**config.mk**
```make
export PLATFORM = sky130hd
export DESIGN_NAME = heading_pid_steering_unit
export DESIGN_NICKNAME = d
export VERILOG_FILES = /design/src/design/hps_pkg.sv /design/src/design/hps_datapath.sv /design/src/design/hps_ctrl.sv /design/src/design/heading_pid_steering_unit.sv
export SDC_FILE = /design/constraint.sdc
export NUM_CORES = 2
export LEC_CHECK = 0
export ABC_AREA = 1
export BUFFER_PORTS_ARGS = -buffer_cell sky130_fd_sc_hd__buf_4
export CAP_MARGIN = 20
export CORE_MARGIN = 2
export CORE_UTILIZATION = 59
export CTS_CLUSTER_SIZE = 8
export DETAILED_ROUTE_END_ITERATION = 8
export PLACE_DENSITY = 0.76
export SYNTH_ARGS = -nofsm -noshare
export SYNTH_HDL_FRONTEND = slang
export SYNTH_SLANG_ARGS = --single-unit
export TNS_END_PERCENT = 30
```
**constraint.sdc**
```tcl
create_clock -name clock -period 7.1 [get_ports clock]
set_clock_uncertainty 0.15 [all_clocks]
set_input_delay 1.42 -clock clock [delete_from_list [all_inputs] [get_ports clock]]
set_output_delay 1.42 -clock clock [all_outputs]
set_load 0.02 [all_outputs]
```
**src/design/hps_pkg.sv**
```systemverilog
// Shared constants, types and the arctangent table of the steering unit.
package hps_pkg;

   localparam int COORD_BITS   = 24;
   localparam int CORDIC_STEPS = 16;
   localparam int ANGLE_W      = 16;
   localparam int GAIN_W       = 16;
   localparam int LIMIT_W      = 15;
   localparam int CSR_W        = 16;
   localparam int CSR_IDX_W    = 2;
   localparam int FRAC_BITS    = 12;

   // Vector width: difference, quarter-turn pre-rotation and CORDIC growth.
   localparam int CW           = COORD_BITS + 4;
   localparam int STEP_W       = $clog2(CORDIC_STEPS);
   localparam int ATAN_ENTRIES = 24;
   localparam int ATAN_IDX_W   = $clog2(ATAN_ENTRIES);

   localparam int DIFF_W       = ANGLE_W + 2;
   localparam int PROD_W       = DIFF_W + GAIN_W + 1;
   localparam int ACC_W        = PROD_W + 2;

   localparam logic [ANGLE_W-1:0] QUARTER_TURN     = 16'd16384;
   localparam logic [ANGLE_W-1:0] NEG_QUARTER_TURN = 16'd49152;
   localparam logic [GAIN_W-1:0]  KP_RESET         = 16'd1638;
   localparam logic [LIMIT_W-1:0] LIMIT_RESET      = 15'd5461;

   typedef enum logic [3:0] {
      ST_IDLE,
      ST_CORDIC,
      ST_ERROR,
      ST_MUL_P,
      ST_MUL_I,
      ST_MUL_D,
      ST_ACC,
      ST_DONE
   } state_type;

   typedef enum logic [1:0] {
      MUL_P,
      MUL_I,
      MUL_D
   } mul_sel_type;

   typedef enum logic [1:0] {
      ACC_HOLD,
      ACC_LOAD,
      ACC_ADD
   } acc_op_type;

   typedef enum logic [CSR_IDX_W-1:0] {
      CSR_KP    = 2'd0,
      CSR_KI    = 2'd1,
      CSR_KD    = 2'd2,
      CSR_LIMIT = 2'd3
   } csr_index_type;

   typedef struct packed {
      logic        load;
      logic        step;
      logic        err;
      mul_sel_type mul_sel;
      acc_op_type  acc_op;
      logic        fin;
   } ctrl_cmd_type;

   typedef struct packed {
      logic cordic_last;
   } dp_status_type;

   // atan(2^-i) in binary-angle units, rounded to nearest.
   function automatic logic [ANGLE_W-1:0] atan_lookup(input logic [ATAN_IDX_W-1:0] idx);
      case (idx)
         5'd0:    atan_lookup = 16'd8192;
         5'd1:    atan_lookup = 16'd4836;
         5'd2:    atan_lookup = 16'd2555;
         5'd3:    atan_lookup = 16'd1297;
         5'd4:    atan_lookup = 16'd651;
         5'd5:    atan_lookup = 16'd326;
         5'd6:    atan_lookup = 16'd163;
         5'd7:    atan_lookup = 16'd81;
         5'd8:    atan_lookup = 16'd41;
         5'd9:    atan_lookup = 16'd20;
         5'd10:   atan_lookup = 16'd10;
         5'd11:   atan_lookup = 16'd5;
         5'd12:   atan_lookup = 16'd3;
         5'd13:   atan_lookup = 16'd1;
         5'd14:   atan_lookup = 16'd1;
         default: atan_lookup = 16'd0;
      endcase
   endfunction

endpackage

```
**src/design/hps_datapath.sv**
```systemverilog
// Datapath: gain registers, CORDIC vectoring unit, error history and PID multiply-accumulate.
module hps_datapath (
   input  logic                                  clock,
   input  logic                                  reset,
   input  logic signed [hps_pkg::COORD_BITS-1:0] req_target_x,
   input  logic signed [hps_pkg::COORD_BITS-1:0] req_target_y,
   input  logic signed [hps_pkg::COORD_BITS-1:0] req_position_x,
   input  logic signed [hps_pkg::COORD_BITS-1:0] req_position_y,
   input  logic signed [hps_pkg::ANGLE_W-1:0]    req_heading,
   input  logic                                  csr_wr_en,
   input  logic [hps_pkg::CSR_IDX_W-1:0]         csr_index,
   input  logic [hps_pkg::CSR_W-1:0]             csr_wdata,
   input  hps_pkg::ctrl_cmd_type                 cmd,
   output hps_pkg::dp_status_type                status,
   output logic signed [hps_pkg::ANGLE_W-1:0]    rsp_steer_increment,
   output logic                                  rsp_clamped
);

   // configuration
   logic [hps_pkg::GAIN_W-1:0]  kp_ff, ki_ff, kd_ff;
   logic [hps_pkg::LIMIT_W-1:0] limit_ff;

   // CORDIC
   logic signed [hps_pkg::CW-1:0] tx_e, ty_e, px_e, py_e;
   logic signed [hps_pkg::CW-1:0] dx, dy, ndx, ndy;
   logic signed [hps_pkg::CW-1:0] x_ff, y_ff, x_in, y_in;
   logic signed [hps_pkg::CW-1:0] xs, ys;
   logic [hps_pkg::ANGLE_W-1:0]   z_ff, z_in, atan_val;
   logic [hps_pkg::STEP_W-1:0]    cnt_ff, cnt_in;
   logic                          zero_ff, zero_in;
   logic [hps_pkg::ANGLE_W-1:0]   heading_ff, heading_in;

   // error history and differences
   logic [hps_pkg::ANGLE_W-1:0]       bearing;
   logic signed [hps_pkg::ANGLE_W-1:0] e0;
   logic signed [hps_pkg::ANGLE_W-1:0] e0_ff, e0_in, last_ff, last_in, prior_ff, prior_in;
   logic signed [hps_pkg::DIFF_W-1:0]  d1_ff, d1_in, d2_ff, d2_in;

   // multiply-accumulate
   logic signed [hps_pkg::GAIN_W:0]   mul_a;
   logic signed [hps_pkg::DIFF_W-1:0] mul_b;
   logic signed [hps_pkg::PROD_W-1:0] prod_ff, prod_in;
   logic signed [hps_pkg::ACC_W-1:0]  acc_ff, acc_in;

   // clamp
   logic signed [hps_pkg::ACC_W-1:0]   shifted, lim_pos, lim_neg, sat;
   logic                               clip;
   logic signed [hps_pkg::ANGLE_W-1:0] steer_ff, steer_in;
   logic                               clamped_ff, clamped_in;

   // ---------------- configuration registers ----------------
   always_ff @(posedge clock) begin
      if (reset) begin
         kp_ff    <= hps_pkg::KP_RESET;
         ki_ff    <= '0;
         kd_ff    <= '0;
         limit_ff <= hps_pkg::LIMIT_RESET;
      end else if (csr_wr_en) begin
         case (hps_pkg::csr_index_type'(csr_index))
            hps_pkg::CSR_KP:    kp_ff    <= csr_wdata;
            hps_pkg::CSR_KI:    ki_ff    <= csr_wdata;
            hps_pkg::CSR_KD:    kd_ff    <= csr_wdata;
            hps_pkg::CSR_LIMIT: limit_ff <= csr_wdata[hps_pkg::LIMIT_W-1:0];
            default: ;
         endcase
      end
   end

   // ---------------- CORDIC ----------------
   assign tx_e = hps_pkg::CW'(req_target_x);
   assign ty_e = hps_pkg::CW'(req_target_y);
   assign px_e = hps_pkg::CW'(req_position_x);
   assign py_e = hps_pkg::CW'(req_position_y);
   assign dx   = tx_e - px_e;
   assign dy   = ty_e - py_e;
   assign ndx  = px_e - tx_e;
   assign ndy  = py_e - ty_e;

   assign xs       = x_ff >>> cnt_ff;
   assign ys       = y_ff >>> cnt_ff;
   assign atan_val = hps_pkg::atan_lookup(hps_pkg::ATAN_IDX_W'(cnt_ff));

   assign status.cordic_last = (cnt_ff == hps_pkg::STEP_W'(hps_pkg::CORDIC_STEPS - 1));

   always_comb begin
      x_in       = x_ff;
      y_in       = y_ff;
      z_in       = z_ff;
      cnt_in     = cnt_ff;
      zero_in    = zero_ff;
      heading_in = heading_ff;
      if (cmd.load) begin
         // rotate left half plane vectors by a quarter turn
         if (dx < 0) begin
            if (dy >= 0) begin
               x_in = dy;
               y_in = ndx;
               z_in = hps_pkg::QUARTER_TURN;
            end else begin
               x_in = ndy;
               y_in = dx;
               z_in = hps_pkg::NEG_QUARTER_TURN;
            end
         end else begin
            x_in = dx;
            y_in = dy;
            z_in = '0;
         end
         cnt_in     = '0;
         zero_in    = (dx == 0) && (dy == 0);
         heading_in = req_heading;
      end else if (cmd.step) begin
         if (!y_ff[hps_pkg::CW-1]) begin
            x_in = x_ff + ys;
            y_in = y_ff - xs;
            z_in = z_ff + atan_val;
         end else begin
            x_in = x_ff - ys;
            y_in = y_ff + xs;
            z_in = z_ff - atan_val;
         end
         cnt_in = cnt_ff + 1'b1;
      end
   end

   always_ff @(posedge clock) begin
      x_ff       <= x_in;
      y_ff       <= y_in;
      z_ff       <= z_in;
      cnt_ff     <= cnt_in;
      zero_ff    <= zero_in;
      heading_ff <= heading_in;
   end

   // ---------------- heading error and history ----------------
   assign bearing = zero_ff ? '0 : z_ff;
   assign e0      = $signed(bearing - heading_ff);

   always_comb begin
      e0_in    = e0_ff;
      d1_in    = d1_ff;
      d2_in    = d2_ff;
      last_in  = last_ff;
      prior_in = prior_ff;
      if (cmd.err) begin
         e0_in    = e0;
         d1_in    = hps_pkg::DIFF_W'(e0) - hps_pkg::DIFF_W'(last_ff);
         d2_in    = hps_pkg::DIFF_W'(e0) - (hps_pkg::DIFF_W'(last_ff) <<< 1)
                  + hps_pkg::DIFF_W'(prior_ff);
         last_in  = e0;
         prior_in = last_ff;
      end
   end

   always_ff @(posedge clock) begin
      if (reset) begin
         last_ff  <= '0;
         prior_ff <= '0;
      end else begin
         last_ff  <= last_in;
         prior_ff <= prior_in;
      end
   end

   always_ff @(posedge clock) begin
      e0_ff <= e0_in;
      d1_ff <= d1_in;
      d2_ff <= d2_in;
   end

   // ---------------- shared multiplier and accumulator ----------------
   always_comb begin
      case (cmd.mul_sel)
         hps_pkg::MUL_P: begin
            mul_a = $signed({1'b0, kp_ff});
            mul_b = d1_ff;
         end
         hps_pkg::MUL_I: begin
            mul_a = $signed({1'b0, ki_ff});
            mul_b = hps_pkg::DIFF_W'(e0_ff);
         end
         hps_pkg::MUL_D: begin
            mul_a = $signed({1'b0, kd_ff});
            mul_b = d2_ff;
         end
         default: begin
            mul_a = '0;
            mul_b = '0;
         end
      endcase
      prod_in = mul_a * mul_b;
   end

   always_comb begin
      case (cmd.acc_op)
         hps_pkg::ACC_LOAD: acc_in = hps_pkg::ACC_W'(prod_ff);
         hps_pkg::ACC_ADD:  acc_in = acc_ff + hps_pkg::ACC_W'(prod_ff);
         default:           acc_in = acc_ff;
      endcase
   end

   always_ff @(posedge clock) begin
      prod_ff <= prod_in;
      acc_ff  <= acc_in;
   end

   // ---------------- shift, clamp and result register ----------------
   assign shifted = acc_ff >>> hps_pkg::FRAC_BITS;
   assign lim_pos = hps_pkg::ACC_W'($signed({1'b0, limit_ff}));
   assign lim_neg = -lim_pos;

   always_comb begin
      if (shifted > lim_pos) begin
         sat  = lim_pos;
         clip = 1'b1;
      end else if (shifted < lim_neg) begin
         sat  = lim_neg;
         clip = 1'b1;
      end else begin
         sat  = shifted;
         clip = 1'b0;
      end
      steer_in   = cmd.fin ? hps_pkg::ANGLE_W'(sat) : steer_ff;
      clamped_in = cmd.fin ? clip : clamped_ff;
   end

   always_ff @(posedge clock) begin
      steer_ff   <= steer_in;
      clamped_ff <= clamped_in;
   end

   assign rsp_steer_increment = steer_ff;
   assign rsp_clamped         = clamped_ff;

endmodule

```
**src/design/hps_ctrl.sv**
```systemverilog
// Controller: sequences load, CORDIC steps, PID multiplies and the result handshake.
module hps_ctrl (
   input  logic                   clock,
   input  logic                   reset,
   input  logic                   req_valid,
   output logic                   req_stall,
   output logic                   rsp_valid,
   input  logic                   rsp_stall,
   input  hps_pkg::dp_status_type status,
   output hps_pkg::ctrl_cmd_type  cmd
);

   hps_pkg::state_type state_ff, state_in;
   logic               rsp_valid_ff, rsp_valid_in;
   logic               out_free;

   assign out_free = !rsp_valid_ff || !rsp_stall;

   always_ff @(posedge clock) begin
      if (reset) begin
         state_ff     <= hps_pkg::ST_IDLE;
         rsp_valid_ff <= 1'b0;
      end else begin
         state_ff     <= state_in;
         rsp_valid_ff <= rsp_valid_in;
      end
   end

   always_comb begin
      state_in    = state_ff;
      cmd         = '0;
      cmd.mul_sel = hps_pkg::MUL_P;
      cmd.acc_op  = hps_pkg::ACC_HOLD;
      req_stall   = 1'b1;
      case (state_ff)
         hps_pkg::ST_IDLE: begin
            req_stall = 1'b0;
            if (req_valid) begin
               cmd.load = 1'b1;
               state_in = hps_pkg::ST_CORDIC;
            end
         end
         hps_pkg::ST_CORDIC: begin
            cmd.step = 1'b1;
            if (status.cordic_last) begin
               state_in = hps_pkg::ST_ERROR;
            end
         end
         hps_pkg::ST_ERROR: begin
            cmd.err  = 1'b1;
            state_in = hps_pkg::ST_MUL_P;
         end
         hps_pkg::ST_MUL_P: begin
            cmd.mul_sel = hps_pkg::MUL_P;
            state_in    = hps_pkg::ST_MUL_I;
         end
         hps_pkg::ST_MUL_I: begin
            cmd.mul_sel = hps_pkg::MUL_I;
            cmd.acc_op  = hps_pkg::ACC_LOAD;
            state_in    = hps_pkg::ST_MUL_D;
         end
         hps_pkg::ST_MUL_D: begin
            cmd.mul_sel = hps_pkg::MUL_D;
            cmd.acc_op  = hps_pkg::ACC_ADD;
            state_in    = hps_pkg::ST_ACC;
         end
         hps_pkg::ST_ACC: begin
            cmd.acc_op = hps_pkg::ACC_ADD;
            state_in   = hps_pkg::ST_DONE;
         end
         hps_pkg::ST_DONE: begin
            // hold until the result register can take the new value
            if (out_free) begin
               cmd.fin  = 1'b1;
               state_in = hps_pkg::ST_IDLE;
            end
         end
         default: begin
            state_in = hps_pkg::ST_IDLE;
         end
      endcase
      rsp_valid_in = cmd.fin || (rsp_valid_ff && rsp_stall);
   end

   assign rsp_valid = rsp_valid_ff;

endmodule

```
**src/design/heading_pid_steering_unit.sv**
```systemverilog
// Top level of the heading PID steering unit: controller plus datapath.
// A new request is taken only after the previous result is in the response register;
// each request runs the 16-step CORDIC loop (one step per cycle), the error update,
// the three shared-multiplier products, the accumulate and the clamp.
// Reset: synchronous, active high; gains and limit return to defaults, error history to zero.
module heading_pid_steering_unit (
   input  logic                                  clock,
   input  logic                                  reset,
   // request channel
   input  logic                                  req_valid,
   output logic                                  req_stall,
   input  logic signed [hps_pkg::COORD_BITS-1:0] req_target_x,
   input  logic signed [hps_pkg::COORD_BITS-1:0] req_target_y,
   input  logic signed [hps_pkg::COORD_BITS-1:0] req_position_x,
   input  logic signed [hps_pkg::COORD_BITS-1:0] req_position_y,
   input  logic signed [hps_pkg::ANGLE_W-1:0]    req_heading,
   // response channel
   output logic                                  rsp_valid,
   input  logic                                  rsp_stall,
   output logic signed [hps_pkg::ANGLE_W-1:0]    rsp_steer_increment,
   output logic                                  rsp_clamped,
   // configuration write port
   input  logic                                  csr_wr_en,
   input  logic [hps_pkg::CSR_IDX_W-1:0]         csr_index,
   input  logic [hps_pkg::CSR_W-1:0]             csr_wdata
);

   // Commands flow from the controller into the datapath; the only status
   // coming back is the end of the CORDIC iteration count.
   hps_pkg::ctrl_cmd_type  cmd;
   hps_pkg::dp_status_type status;

   // The controller owns both handshakes. A request transaction is taken only
   // in the idle state; the response register is separate, so a finished
   // result may wait on rsp_stall while the next request is already running.
   hps_ctrl u_ctrl (
      .clock     (clock),
      .reset     (reset),
      .req_valid (req_valid),
      .req_stall (req_stall),
      .rsp_valid (rsp_valid),
      .rsp_stall (rsp_stall),
      .status    (status),
      .cmd       (cmd)
   );

   // The datapath captures the request on load, runs the vectoring CORDIC to
   // find the bearing, wraps the heading error, advances the two-deep error
   // history and forms the incremental PID sum on one shared multiplier.
   // The shifted sum is clamped to the limit and held in the result register.
   hps_datapath u_datapath (
      .clock               (clock),
      .reset               (reset),
      .req_target_x        (req_target_x),
      .req_target_y        (req_target_y),
      .req_position_x      (req_position_x),
      .req_position_y      (req_position_y),
      .req_heading         (req_heading),
      .csr_wr_en           (csr_wr_en),
      .csr_index           (csr_index),
      .csr_wdata           (csr_wdata),
      .cmd                 (cmd),
      .status              (status),
      .rsp_steer_increment (rsp_steer_increment),
      .rsp_clamped         (rsp_clamped)
   );

endmodule

```
==> flow_results.org <==
** Detailed routing
- # DRC :: 0
- Before antenna repair, the detailed router went through 8 iterations.
- Once detail routing completed, the nets flagged for antenna violations numbered 0.
- Detailed-route vias per instance :: between 5 and 6
- Final routed wire length divided by cell count :: between 15 and 20 um
- After detailed routing, the total wire length is 138700 um.
- The detailed router finished its first iteration with between 3000 and 4000 violations.
- Detailed routing inserted a total of 42580 vias.

** Die
- The die is 279.3 um tall.
- Top-Level Pins :: 154
- The initial utilization of the core area, before any placement, comes to 59.88%.
- The initialized floorplan defines 100 standard-cell rows.
- Overall die width :: approximately 280 um
- The die covers 78030 um^2.
- Placeable Area :: 74700 um^2

** Synthesis
- Distinct cell type count after synthesis :: 60
- Of all flip-flops after synthesis, the portion carrying an async set or reset was 0%.
- EDFF count, synth :: 194
- Flip-flop and latch count after synthesis :: 346
- For this run, the register share of the synthesized area comes to 19.83%.
- Gate count after technology mapping :: 6413
- Averaged over all synthesized cells, the footprint is 6.975 um^2.
- Post-Synthesis Net Count :: 7271
- The most used flip-flop cell after synthesis is sky130_fd_sc_hd__edfxtp_1.
- After synthesis the cells add up to approximately 45000 um^2.
- The Yosys step of the flow raised 0 warnings.

** Min path
- Start point of the worst hold path :: u_datapath.kp_ff[1]
- Sink of the worst hold path :: u_datapath.kp_ff[1]
- Counting instances, the worst hold path has a depth of 2.
- Hold Path Class :: reg -> reg

** Timing
- The final critical path takes up ~97% of the cycle.
- The final-report hold violation count came to 0.
- For the pin with the worst max-slew slack, the measured transition is 1.155 ns.
- Max transition margin :: a little under a quarter
- The smallest clock period supported by the final layout is computed as 6.890 ns.
- The final max-slew violation count was 0.
- Setup slack closes at 0.2097 ns.
- Setup violations remaining at the end of the flow were counted as 0.
- Derived from the worst setup path, the maximum achievable clock frequency is 0.1451 GHz.

** Setup path
- The number of cells on the worst reg-to-reg path is 31.
- The critical path is of the reg -> reg type.
- At the worst endpoint, the required time is between 7 and 8 ns.
- Delay of the slowest cell on the worst path :: about 0.53 ns
- Cell type of the slowest stage on the worst timing path :: sky130_fd_sc_hd__fa_1
- The setup check on the worst reg-to-reg path leaves a slack of 0.21 ns.
- STA classifies the critical path startpoint as a flop.
- Among the stages of the critical path, the cell type that occurs most often is sky130_fd_sc_hd__inv_1.
- STA classifies the critical path endpoint as a flop.
- Worst-path fanout max :: 21
- The startpoint identified for the worst register-to-register timing path is u_ctrl.state_ff[0].
- The endpoint identified for the worst register-to-register timing path is u_datapath.prod_ff[33].
- Crit path DAT :: 7.27 ns

** Place
- In this run, placement finished with an instance count of 7432.
- Number of buffers added on ports :: 153
- Timing analysis after detailed placement gives a worst setup slack of -0.003010 ns.
- Post-DP HPWL :: 110600 um
- RD Place Congestion :: 1.013

** Layout
- Area growth, synth to finish :: 9.058%
- Non-filler instance count after layout :: 7527
- Leaving out fill and tap cells, the most frequent cell in the layout is sky130_fd_sc_hd__nand2_1.
- The top cell types in the final layout, fill and taps aside, are sky130_fd_sc_hd__nand2_1, sky130_fd_sc_hd__inv_1, sky130_fd_sc_hd__nand3_1, sky130_fd_sc_hd__nor2_1, sky130_fd_sc_hd__a21oi_1.
- Final net count :: about 7400
- The layout has 6813 filler cells.
- Ratio of cells with drive above 1 in the final layout :: under 10%

** CTS
- The clock reaches the later pin of the worst-skew pair after 0.61 ns.
- Clock tree synthesis inserted a total of 50 buffers.
- Number of clock sinks :: 346
- TritonCTS built the clock tree.
- Clock transition at the registers of the reported paths :: 0.05 ns
- CTS root buf :: sky130_fd_sc_hd__clkbuf_16
- Post-cts hold buffer count :: 0
- In this run the number of H-tree levels came out at 2.
- Buffers from clock root to sink, at most :: 3

** Flow run
- Number of maximum-capacitance constraint violations :: 0

** Global routing
- Entering global routing, the biggest net connects 89 pins.
- Global routing usage summed across all routing layers :: 35.19%
- The initial antenna violation count is 4.
- The via count of the first global-routing pass is 41820.
- The first global-routing pass estimated 217300 um of wire.
- Summed over all layers, the global routing overflow is 0.

** Outcome
- Result of the run :: finished clean
-- sequential cells by signal (all words and copies together), names as in the netlist, 3 cells and up --
signal,cells
u_datapath.e0_ff,16
u_datapath.cnt_ff,4
u_datapath.limit_ff,15
u_datapath.z_ff,16
u_datapath.d1_ff,17
u_datapath.kp_ff,16
u_datapath.heading_ff,16
u_datapath.rsp_steer_increment,16
u_datapath.prior_ff,16
u_datapath.y_ff,28
u_datapath.last_ff,16
u_datapath.acc_ff,37
u_datapath.d2_ff,18
u_datapath.x_ff,28
u_ctrl.state_ff,3
u_datapath.ki_ff,16
u_datapath.atan_val,14
u_datapath.prod_ff,35
u_datapath.kd_ff,16
-- logic make-up (layout without fill, tap and decap cells) --
logic type	Yosys count	after routing	share of synthesized area [%]
flip-flops	346	346	19.83
XOR/XNOR	242	242	4.739
buffers and inverters	1347	1490	11.71
AND/OR/NAND/NOR	2716	2716	25.36
other	0	2	0
adder cells (fa/ha/maj)	723	723	25.58
AO/OA/AOI/OAI	1039	1039	12.78
-- what timing repair did --
item,4_1_cts,5_1_grt
pin swaps,0,3
gates cloned,0,1
endpoints found under the setup margin,2,11
resized for setup,1,28
buffers inserted,0,1
hold endpoints to repair,0,0
-- critical path, delay by kind of cell, from the launching register on --
family                     cells  cell delay, ns
and+or+nand+nor               12            1.45
buffers and inverters          9            0.87
xor gates and xnor gates       1            0.17
AOI/OAI and AO/OA              1            0.21
DFF                            1            0.40
adders and majority gates      8            3.56
-- synth_stat cells, types with 6 or more instances --
cell | count | share of area [%]
sky130_fd_sc_hd__nand2_1 | 1569 | 13
sky130_fd_sc_hd__inv_1 | 1145 | 9.6
sky130_fd_sc_hd__nand3_1 | 482 | 5.4
sky130_fd_sc_hd__nor2_1 | 471 | 4.0
sky130_fd_sc_hd__a21oi_1 | 436 | 4.9
sky130_fd_sc_hd__ha_1 | 404 | 11
sky130_fd_sc_hd__o21ai_0 | 354 | 4.0
sky130_fd_sc_hd__fa_1 | 319 | 14
sky130_fd_sc_hd__edfxtp_1 | 194 | 13
sky130_fd_sc_hd__xor2_1 | 171 | 3.3
sky130_fd_sc_hd__dfxtp_1 | 152 | 6.8
sky130_fd_sc_hd__clkbuf_1 | 115 | 0.97
sky130_fd_sc_hd__xnor2_1 | 71 | 1.4
sky130_fd_sc_hd__nor3_1 | 50 | 0.56
sky130_fd_sc_hd__o21ai_1 | 43 | 0.48
sky130_fd_sc_hd__nand4_1 | 42 | 0.59
sky130_fd_sc_hd__buf_2 | 38 | 0.43
sky130_fd_sc_hd__a31oi_1 | 28 | 0.39
sky130_fd_sc_hd__o211ai_1 | 28 | 0.47
sky130_fd_sc_hd__a21o_1 | 26 | 0.44
sky130_fd_sc_hd__o21bai_1 | 24 | 0.40
sky130_fd_sc_hd__or2_2 | 24 | 0.34
sky130_fd_sc_hd__nand3b_1 | 22 | 0.37
sky130_fd_sc_hd__a21boi_0 | 19 | 0.32
sky130_fd_sc_hd__o21a_1 | 16 | 0.27
sky130_fd_sc_hd__buf_1 | 12 | 0.10
sky130_fd_sc_hd__nand2_2 | 12 | 0.17
sky130_fd_sc_hd__nand3_2 | 12 | 0.27
sky130_fd_sc_hd__a211oi_1 | 11 | 0.18
sky130_fd_sc_hd__o31ai_1 | 11 | 0.18
sky130_fd_sc_hd__nor2_2 | 10 | 0.14
sky130_fd_sc_hd__o21ai_2 | 10 | 0.20
sky130_fd_sc_hd__inv_2 | 9 | 0.076
sky130_fd_sc_hd__o221ai_1 | 9 | 0.18
sky130_fd_sc_hd__buf_4 | 8 | 0.13
sky130_fd_sc_hd__buf_6 | 8 | 0.20
sky130_fd_sc_hd__o22ai_1 | 8 | 0.11
sky130_fd_sc_hd__nor4_1 | 7 | 0.098
sky130_fd_sc_hd__o2111ai_1 | 6 | 0.12
-- per-stage QoR --
stage | utilization, % | setup TNS [ns] | hold WS [ns] | instance area, um^2
global route | 65.30 | -0.07361 | 0.3443 | 48780
global placement | 63.09 | 0 | 0.2887 | 47130
finish | 65.30 | 0 | 0.3136 | 48780
CTS | 65.07 | 0 | 0.3089 | 48600
floorplan | - | 0 | 0.2792 | 44730
detailed placement | 63.09 | -0.003010 | 0.2978 | 47130
-- routing by layer --
metal | vias up | wire (um) | global-route usage (%)
met1 | 19880 | 51910 | 39.28
li1 | 20690 | - | -
met2 | 1542 | 67980 | 62.76
met4 | 6 | 10470 | 23.21
met5 | - | 45 | 0
met3 | 459 | 8268 | 4.721
-- worst max path at each step --
stage	from	to	slack [ns]	cells after the start
floorplan	u_ctrl.state_ff[0]	u_datapath.prod_ff[32]	0.31	26
global placement	u_ctrl.state_ff[0]	u_datapath.prod_ff[32]	0.18	27
detailed placement	u_ctrl.state_ff[1]	u_datapath.prod_ff[32]	-0.003	27
CTS	u_ctrl.state_ff[1]	u_datapath.prod_ff[32]	0.09	27
global route	u_ctrl.state_ff[0]	u_datapath.prod_ff[33]	-0.07	31
finish	u_ctrl.state_ff[0]	u_datapath.prod_ff[33]	0.21	31
-- final cells by class --
cell class	count	area [um^2]	share of cell area [%]
multi-input combinational	4720	30750	63.04
sequential	346	8871	18.19
inverter	1159	4352	8.921
timing repair buffer	241	2116	4.337
clock buffer	85	1393	2.855
tap	969	1212	2.485
clock inverter	5	78.83	0.1616
antenna	2	5.005	0.01026
Power is left out: the tool's default activity adds up to more than one toggle a clock period on the data nets, which glitch-free logic cannot reach.
